`config.mk`:
```
export PLATFORM = sky130hd
export DESIGN_NAME = pcnms_iou
export DESIGN_NICKNAME = d
export VERILOG_FILES = /design/src/hw/rtl/pcnms_pkg.sv /design/src/hw/rtl/pcnms_iou.sv
export SDC_FILE = /design/constraint.sdc
export NUM_CORES = 2
export LEC_CHECK = 0
export BUFFER_PORTS_ARGS = -buffer_cell sky130_fd_sc_hd__buf_2
export CAP_MARGIN = 20
export CELL_PAD_IN_SITES_DETAIL_PLACEMENT = 1
export CELL_PAD_IN_SITES_GLOBAL_PLACEMENT = 1
export CORE_ASPECT_RATIO = 0.5
export CORE_UTILIZATION = 50
export CTS_BUF_LIST = sky130_fd_sc_hd__clkbuf_2 sky130_fd_sc_hd__clkbuf_4 sky130_fd_sc_hd__clkbuf_8
export DETAILED_ROUTE_END_ITERATION = 8
export GPL_TIMING_DRIVEN = 0
export PLACE_DENSITY = 0.8
export SLEW_MARGIN = 20
export SYNTH_ARGS = -nofsm -noshare
export SYNTH_HDL_FRONTEND = slang
export SYNTH_SLANG_ARGS = --single-unit
```
`constraint.sdc`:
```
create_clock -name clk -period 10.3 [get_ports clk]
set_input_delay 0.515 -clock clk [delete_from_list [all_inputs] [get_ports clk]]
set_output_delay 0.515 -clock clk [all_outputs]
set_load 0.005 [all_outputs]
```
`src/hw/rtl/pcnms_pkg.sv`:
```
// shared types and constants for the per-class box suppression block
package pcnms_pkg;

  localparam int MAX_BOXES_DEF   = 64;
  localparam int MAX_CLASSES_DEF = 16;

  localparam int COORD_W = 16;
  localparam int SCORE_W = 16;
  localparam int CLASS_W = 4;
  localparam int CFG_W   = 16;
  localparam int CFG_IDX_W = 2;

  localparam logic [15:0] IOU_THR_RESET     = 16'd29491;
  localparam logic [4:0]  CLASS_COUNT_RESET = 5'd1;

  localparam logic [CFG_IDX_W-1:0] REG_IOU_THR     = 2'd0;
  localparam logic [CFG_IDX_W-1:0] REG_CLASS_COUNT = 2'd1;

  // one stored box, class in the top bits
  typedef struct packed {
    logic [CLASS_W-1:0] cls;
    logic [SCORE_W-1:0] score;
    logic [COORD_W-1:0] bottom;
    logic [COORD_W-1:0] right;
    logic [COORD_W-1:0] top;
    logic [COORD_W-1:0] left;
  } box_t;

  localparam int BOX_W = $bits(box_t);

  // status back from the overlap unit
  typedef struct packed {
    logic done;
    logic suppress;
  } iou_res_t;

endpackage

```
`src/hw/rtl/pcnms_iou.sv`:
```
// overlap test of two boxes on one shared multiplier, one test at a time
module pcnms_iou (
  input  logic                clk,
  input  logic                rst,
  input  logic                start,
  input  pcnms_pkg::box_t     box_a,
  input  pcnms_pkg::box_t     box_b,
  input  logic [15:0]         thr,
  output pcnms_pkg::iou_res_t res
);

  typedef enum logic [7:0] {
    I_IDLE = 8'b0000_0001,
    I_OV   = 8'b0000_0010,
    I_AA   = 8'b0000_0100,
    I_AB   = 8'b0000_1000,
    I_UNI  = 8'b0001_0000,
    I_LO   = 8'b0010_0000,
    I_HI   = 8'b0100_0000,
    I_CMP  = 8'b1000_0000
  } iou_state_t;

  iou_state_t state;

  logic signed [16:0] ow, oh, wa, ha, wb, hb;
  logic signed [35:0] ov, aa, ab, uni, plo, phi;
  logic [15:0] min_r, max_l, min_b, max_t;
  logic signed [17:0] mul_x, mul_y;
  logic signed [35:0] mul_p;
  logic [51:0] lhs, rhs;
  logic no_ov, no_uni;

  assign min_r = (box_a.right < box_b.right) ? box_a.right : box_b.right;
  assign max_l = (box_a.left > box_b.left) ? box_a.left : box_b.left;
  assign min_b = (box_a.bottom < box_b.bottom) ? box_a.bottom : box_b.bottom;
  assign max_t = (box_a.top > box_b.top) ? box_a.top : box_b.top;

  // operand select for the shared multiplier
  always_comb begin
    unique case (state)
      I_OV: begin
        mul_x = 18'(ow);
        mul_y = 18'(oh);
      end
      I_AA: begin
        mul_x = 18'(wa);
        mul_y = 18'(ha);
      end
      I_AB: begin
        mul_x = 18'(wb);
        mul_y = 18'(hb);
      end
      I_LO: begin
        mul_x = $signed({1'b0, uni[16:0]});
        mul_y = $signed({2'b00, thr});
      end
      I_HI: begin
        mul_x = $signed({1'b0, uni[33:17]});
        mul_y = $signed({2'b00, thr});
      end
      default: begin
        mul_x = '0;
        mul_y = '0;
      end
    endcase
  end

  assign mul_p = mul_x * mul_y;

  assign no_ov  = (ow <= 17'sd0) || (oh <= 17'sd0);
  assign no_uni = (uni <= 36'sd0);
  // overlap*65536 against threshold*union, union split in two halves
  assign lhs = {4'b0, ov[31:0], 16'b0};
  assign rhs = {17'b0, plo[34:0]} + {phi[34:0], 17'b0};

  assign res.done = ((state == I_OV) && no_ov) || ((state == I_LO) && no_uni) ||
                    (state == I_CMP);
  assign res.suppress = (state == I_CMP) && (lhs > rhs);

  always_ff @(posedge clk) begin
    if (rst) begin
      state <= I_IDLE;
    end else begin
      unique case (state)
        I_IDLE: if (start) state <= I_OV;
        I_OV:   state <= no_ov ? I_IDLE : I_AA;
        I_AA:   state <= I_AB;
        I_AB:   state <= I_UNI;
        I_UNI:  state <= I_LO;
        I_LO:   state <= no_uni ? I_IDLE : I_HI;
        I_HI:   state <= I_CMP;
        I_CMP:  state <= I_IDLE;
        default: state <= I_IDLE;
      endcase
    end
  end

  always_ff @(posedge clk) begin
    if (state == I_IDLE && start) begin
      ow <= $signed({1'b0, min_r}) - $signed({1'b0, max_l});
      oh <= $signed({1'b0, min_b}) - $signed({1'b0, max_t});
      wa <= $signed({1'b0, box_a.right}) - $signed({1'b0, box_a.left});
      ha <= $signed({1'b0, box_a.bottom}) - $signed({1'b0, box_a.top});
      wb <= $signed({1'b0, box_b.right}) - $signed({1'b0, box_b.left});
      hb <= $signed({1'b0, box_b.bottom}) - $signed({1'b0, box_b.top});
    end
    if (state == I_OV) ov <= mul_p;
    if (state == I_AA) aa <= mul_p;
    if (state == I_AB) ab <= mul_p;
    if (state == I_UNI) uni <= aa + ab - ov;
    if (state == I_LO) plo <= mul_p;
    if (state == I_HI) phi <= mul_p;
  end

endmodule

```
Yosys cells after proc, flatten, opt, wreduce, memory -nomap -nowiden
Index checks and enable logic that the tools add are counted.
{ "word_totals": {"reg_bits": 324, "input_bits": 187, "output_inout_bits": 2} }
{ "classes": {"addsub": 9, "multipliers": 1, "order_cmp": 8, "n_eq_ne": 9, "n_mux": 10, "reduce_logical": 8} }
{ "ops": {"columns": ["operator", "n"], "rows": [
  ["$sub A16 B16 Y17", 6],
  ["$pmux W18 S5", 1],
  ["$pmux W18 S4", 1],
  ["$mux W16", 4],
  ["$pmux W8 S7", 1],
  ["$add A35 B52 Y52", 1],
  ["$gt A48 B52 Y1", 1],
  ["$add A36 B36 Y36", 1],
  ["$le A36 B1 Y1 const B", 1],
  ["$mul A18 B18 Y36", 1],
  ["$sub A36 B36 Y36", 1],
  ["$le A17 B1 Y1 const B", 2],
  ["$gt A16 B16 Y1", 2],
  ["$lt A16 B16 Y1", 2],
  ["$eq A8 B1 Y1 const B", 1],
  ["$eq A8 B2 Y1 const B", 1],
  ["$eq A8 B3 Y1 const B", 1],
  ["$eq A8 B4 Y1 const B", 1],
  ["$eq A8 B5 Y1 const B", 1],
  ["$eq A8 B6 Y1 const B", 1],
  ["$eq A8 B7 Y1 const B", 1],
  ["$eq A8 B8 Y1 const B", 1],
  ["$mux W8", 1],
  ["$mux W7", 1],
  ["5 further kinds", 10]
]} }

Longest topological paths before layout
{ "logic_depth": {"word_depth": 5, "mapped_depth": 33} }

Least setup slack after synthesis
OpenSTA, ideal clock, no wires.
{ "synth_path": {"path_type": "reg2reg", "start": "reg state[0]", "end": "reg aa[34], data pin", "arrival_time_ps": 7914, "slack_ps": 2110, "path_stages_with_launch": 29, "path_buffers": 2, "path_cell_list": "dfxtp_1 -> nor2_1 -> nand2_1 -> nor3_1 -> and3b_1 -> clkbuf_1 -> a22oi_1 -> nand2_1 -> a221o_1 -> buf_2 -> nand2_1 -> fa_1 -> inv_1 -> fa_1 -> fa_1 -> fa_1 -> fa_1 -> inv_1 -> fa_1 -> inv_1 -> ha_1 -> and3_1 -> a221o_1 -> and3b_1 -> o31ai_1 -> a211oi_1 -> o21bai_1 -> a21oi_1 -> xnor2_1"} }
{ "synth_between": {"elab_chain_cells": 4} }
{ "synth_rtl": {"columns": ["element", "line_no", "source"], "rows": [
  ["start: declaration", "pcnms_iou.sv:23", "iou_state_t state;"],
  ["start signal: assignment", "pcnms_iou.sv:86", "I_OV: state <= no_ov ? I_IDLE : I_AA;"],
  ["start signal: assignment", "pcnms_iou.sv:90", "I_LO: state <= no_uni ? I_IDLE : I_HI;"],
  ["$eq A8 B6 Y1 / $eq A8 B7 Y1 (equally long branches)", "pcnms_iou.sv:40", "unique case (state)"],
  ["$reduce_or A2 Y1 (no line)", null, null],
  ["$pmux W18 S4", "pcnms_iou.sv:40", null],
  ["$mul A18 B18 Y36 (*)", "pcnms_iou.sv:68", "assign mul_p = mul_x * mul_y;"],
  ["named net mul_p[34]", "pcnms_iou.sv:29", "logic signed [35:0] mul_p;"],
  ["end signal: assignment", "pcnms_iou.sv:108", "if (state == I_AA) aa <= mul_p;"],
  ["end: declaration", "pcnms_iou.sv:26", "logic signed [35:0] ov, aa, ab, uni, plo, phi;"]
]} }
Mark *: on every way through the listed nets, which the timed path passes. The rest lies on a longest branch.
A chain may end at the register's enable or synchronous reset.

Final worst setup path
{ "layout_path": {"start": "reg state[1]", "end": "reg phi[33], data pin"} }
{ "layout_between": {"elab_chain_cells": 4} }
{ "layout_rtl": {"columns": ["element", "line_no", "source"], "rows": [
  ["$eq A8 B6 Y1 / $eq A8 B7 Y1 (equally long branches)", "pcnms_iou.sv:40", null],
  ["$reduce_or A2 Y1 (no line)", null, null],
  ["$pmux W18 S4", "pcnms_iou.sv:40", null],
  ["$mul A18 B18 Y36 (*)", "pcnms_iou.sv:68", null],
  ["named net mul_p[33]", "pcnms_iou.sv:29", null],
  ["end signal: assignment", "pcnms_iou.sv:112", "if (state == I_HI) phi <= mul_p;"],
  ["end: declaration", "pcnms_iou.sv:26", null]
]} }
Marks and branches as above.

==> results by group <==
Outcome
  • Outcome: complete, no violations

GRT
  • Total track usage: 32.4%
  • Maximum number of pins on one net before global-route repair: 46
  • First-pass GRT wire length: around 170 mm
  • Vias in the first global route: around 29000
  • Grt ovf: 0
  • Initial antenna violation count: 2

Synth
  • Ys async rst share: 0%
  • Ys Warns: 0
  • Cell variety after synth: 86
  • Synth Flop Type: edfxtp_1
  • Sequential cell area fraction in the yosys report: around 28%
  • Synth top area cells: edfxtp_1 (28%), fa_1 (22%), ha_1 (12%), inv_1 (7.7%), xnor2_1 (3.1%)
  • Top cell type's share of synthesized area: about 28%
  • Synthesized instance count: ~3400
  • Post-synth EDFFs: about 320
  • Register bit total from synthesis: about 320
  • Synthesized Nets: 4315
  • Average size of a mapped cell: 10.0 um2
  • Synth area leader: edfxtp_1
  • Synthesized area: approximately 34000 um2

Critical path
  • Crit. End Element: flop
  • CP Buf/Inv Count: 7
  • Worst path arrival time: 10.30 ns
  • CP delay by family, top: adder cells
  • FF-to-FF path depth: 29
  • Setup CP Type: flop to flop
  • Worst path required time: approximately 11 ns
  • FF-to-FF setup slack: approximately 0.34 ns
  • Critical R2R Capture: phi[33]
  • Critical-path top delay cell: a221oi_1
  • CP max FO: 10
  • Worst path max stage delay: 0.89 ns
  • Startpoint types: flop
  • Reg-to-Reg Start: state[1]
  • Top cell by count, worst path: fa_1

Detailed routing
  • Detailed Routing Iterations Pass 1: 6
  • DRC viols: 0
  • Routed Wire Length: roughly 110 mm
  • Vias: ~26000
  • WL per Instance: ~24 um
  • First DRT Iteration DRCs: about 2100
  • DRT antenna net count: 0
  • Via/cell ratio: between 5 and 6

Power and ir drop
  • Logic pwr share: 24.3%
  • Clock power frac: between 30% and 40%
  • Cell Int Power: 2.47 mW
  • Overall Power: between 3 and 4 mW
  • VDD IR max: 0.0000818 V
  • Pwr dens: around 97 nW/um2
  • Share of power burned in registers: between 40% and 50%
  • Sw frac: 31.7%
  • LEAKAGE: around 17 nW
  • Switching power: between 1 and 1.5 mW

Cells and area
  • Area grow syn2layout: 8.91%
  • Nets: around 4500
  • Layout cells sized above 1: between 10 and 15%
  • Finished Cell Area: ~37000 um2
  • Utilization after layout: a little under three fifths
  • Fill count: 7565

Die
  • Die Width: about 370 um
  • IO Count: 189
  • Die Y: 187 um
  • Placeable Area: about 67000 um2
  • Full die area: between 60000 and 70000 um2
  • Initial Util: about half
  • Rows: 67

Timing
  • Max Clk Rate: between 100 and 150 MHz
  • RSZ-0062 raised after global routing: no
  • Slew of the pin with the lowest slew margin: approximately 1.2 ns
  • Final Hold Vio Count: 0
  • Fin. max-slew vios: 0
  • Final WS setup: between 0.3 and 0.4 ns
  • Tmin final: around 10 ns
  • Fin crit share: 96.7%
  • WHS: 0.0800 ns
  • Normalized max-slew margin: 19.4%
  • Final setup vio count: 0
  • Clk_skew: about 0.045 ns

Clock tree
  • Clock transition at path regs: ~0.06 ns
  • Clock Latency Late Sink: roughly 0.7 ns
  • Clock Tree Buf Depth: 3
  • CTS root buf: clkbuf_8
  • # hold bufs at CTS: 0
  • Cts bufs inserted: 48
  • Clock sinks: 324
  • CTS H-Tree Depth: 2
  • TritonCTS clock tree: built

Place
  • Gpl congestion: 1.00
  • DPL Wire Length: between 90 and 100 mm
  • Placed inst area: around 36000 um2
  • IO Port Bufs: 148
  • Pre-CTS setup slack: -0.0378 ns

Hold path
  • Min-Delay Path Class: primary input to flop
  • Hold wc startpoint: rst
  • Min-Delay Endpoint: state[5]
  • Hold Path Stages: 2

Job
  • Max-cap violations: 0
cells by family after synthesis:
family	Yosys count	synth area share (%)
muxes	68	2.17
adders and majority gates	708	34.0
buffers and inverters	776	8.89
xor gates and xnor gates	171	4.37
AOI/OAI and AO/OA	549	11.5
and+or+nand+nor	824	11.0
DFF	324	28.1
sequential cells by signal, summed over array words and instances, names as in the netlist, 17 cells and up:
name / count
aa: 36
ab: 36
ov: 36
uni: 36
phi: 35
plo: 35
ha: 17
hb: 17
oh: 17
ow: 17
wa: 17
wb: 17
what timing repair did:
action,CTS,global route
resized for setup,1,0
buffers inserted,0,0
endpoints found under the setup margin,5,0
hold endpoints to repair,0,0
stage by stage:
step,setup TNS [ns],instances
global placement,-35.60,4465
finish,0,4565
floorplan,0,3420
CTS,0,4563
global route,0,4564
detailed placement,-0.181,4478
routing by layer:
layer  track usage, %  part of all wire (%)
met5             1.58                  0.14
met4             9.39                   2.9
met3             7.39                   8.0
met2             51.7                    45
met1             43.9                    43
layout make-up:
cell class | instances | area, um2 | share of cell area, %
tap | 897 | 1120 | 3.00
sequential | 324 | 9650 | 25.8
inverter | 708 | 2660 | 7.11
antenna | 1 | 2.50 | 0.00670
timing repair buffer | 162 | 878 | 2.35
clock buffer | 60 | 751 | 2.01
clock inverter | 25 | 215 | 0.576
multi-input combinational | 2320 | 21700 | 58.0
buffer | 68 | 404 | 1.08
power by group through the flow:
stage | clock [mW] | sequential (mW) | combinational (mW)
floorplan | 0 | 1.63 | 0.564
global placement | 0 | 1.65 | 0.810
detailed placement | 0 | 1.65 | 0.860
CTS | 1.12 | 1.62 | 0.868
global route | 1.17 | 1.63 | 0.950
finish | 1.11 | 1.62 | 0.879
how the worst max path moves through the flow:
stage | start | to | slack [ns] | depth (start not counted)
2_1_floorplan | state[0] | aa[34] | 2.11 | 28
3_3_place_gp | state[0] | plo[34] | -1.03 | 28
3_5_place_dp | state[3] | plo[34] | -0.04 | 28
4_1_cts | state[3] | plo[34] | 0.20 | 27
5_1_grt | state[3] | plo[34] | 0.07 | 28
6_report | state[1] | phi[33] | 0.34 | 29
synthesized netlist by cell type, drive strengths merged (26+ instances only):
| cell type | instances |
|---|---|
| nor2b | 32 |
| xor2 | 48 |
| buf | 51 |
| o21a | 46 |
| inv | 708 |
| edfxtp | 316 |
| or3 | 26 |
| a21o | 61 |
| xnor2 | 123 |
| nand3 | 31 |
| mux2i | 38 |
| mux2 | 30 |
| nand2 | 265 |
| o21ai | 76 |
| a221oi | 28 |
| nor3 | 47 |
| fa | 372 |
| a21oi | 140 |
| ha | 336 |
| nor2 | 281 |
| a221o | 28 |
layout by cell type, fill, tap and decap left out, drive strengths merged, types with 16 or more instances in the layout:
cell	count
a211oi	20
inv	709
nand2	265
a2111oi	16
nor2b	32
fa	372
buf	213
a22oi	19
or3	26
nand4	25
mux2i	38
and2	18
nor2	281
a21oi	140
nand3	31
xnor2	123
nor4	24
a221o	28
o21bai	19
ha	336
o21ai	76
edfxtp	316
a221oi	28
nor3	47
and3	22
o21a	46
clkbuf	77
clkinv	21
xor2	48
a21o	61
nand2b	19
mux2	30
Power figures use the tool's default switching activity.
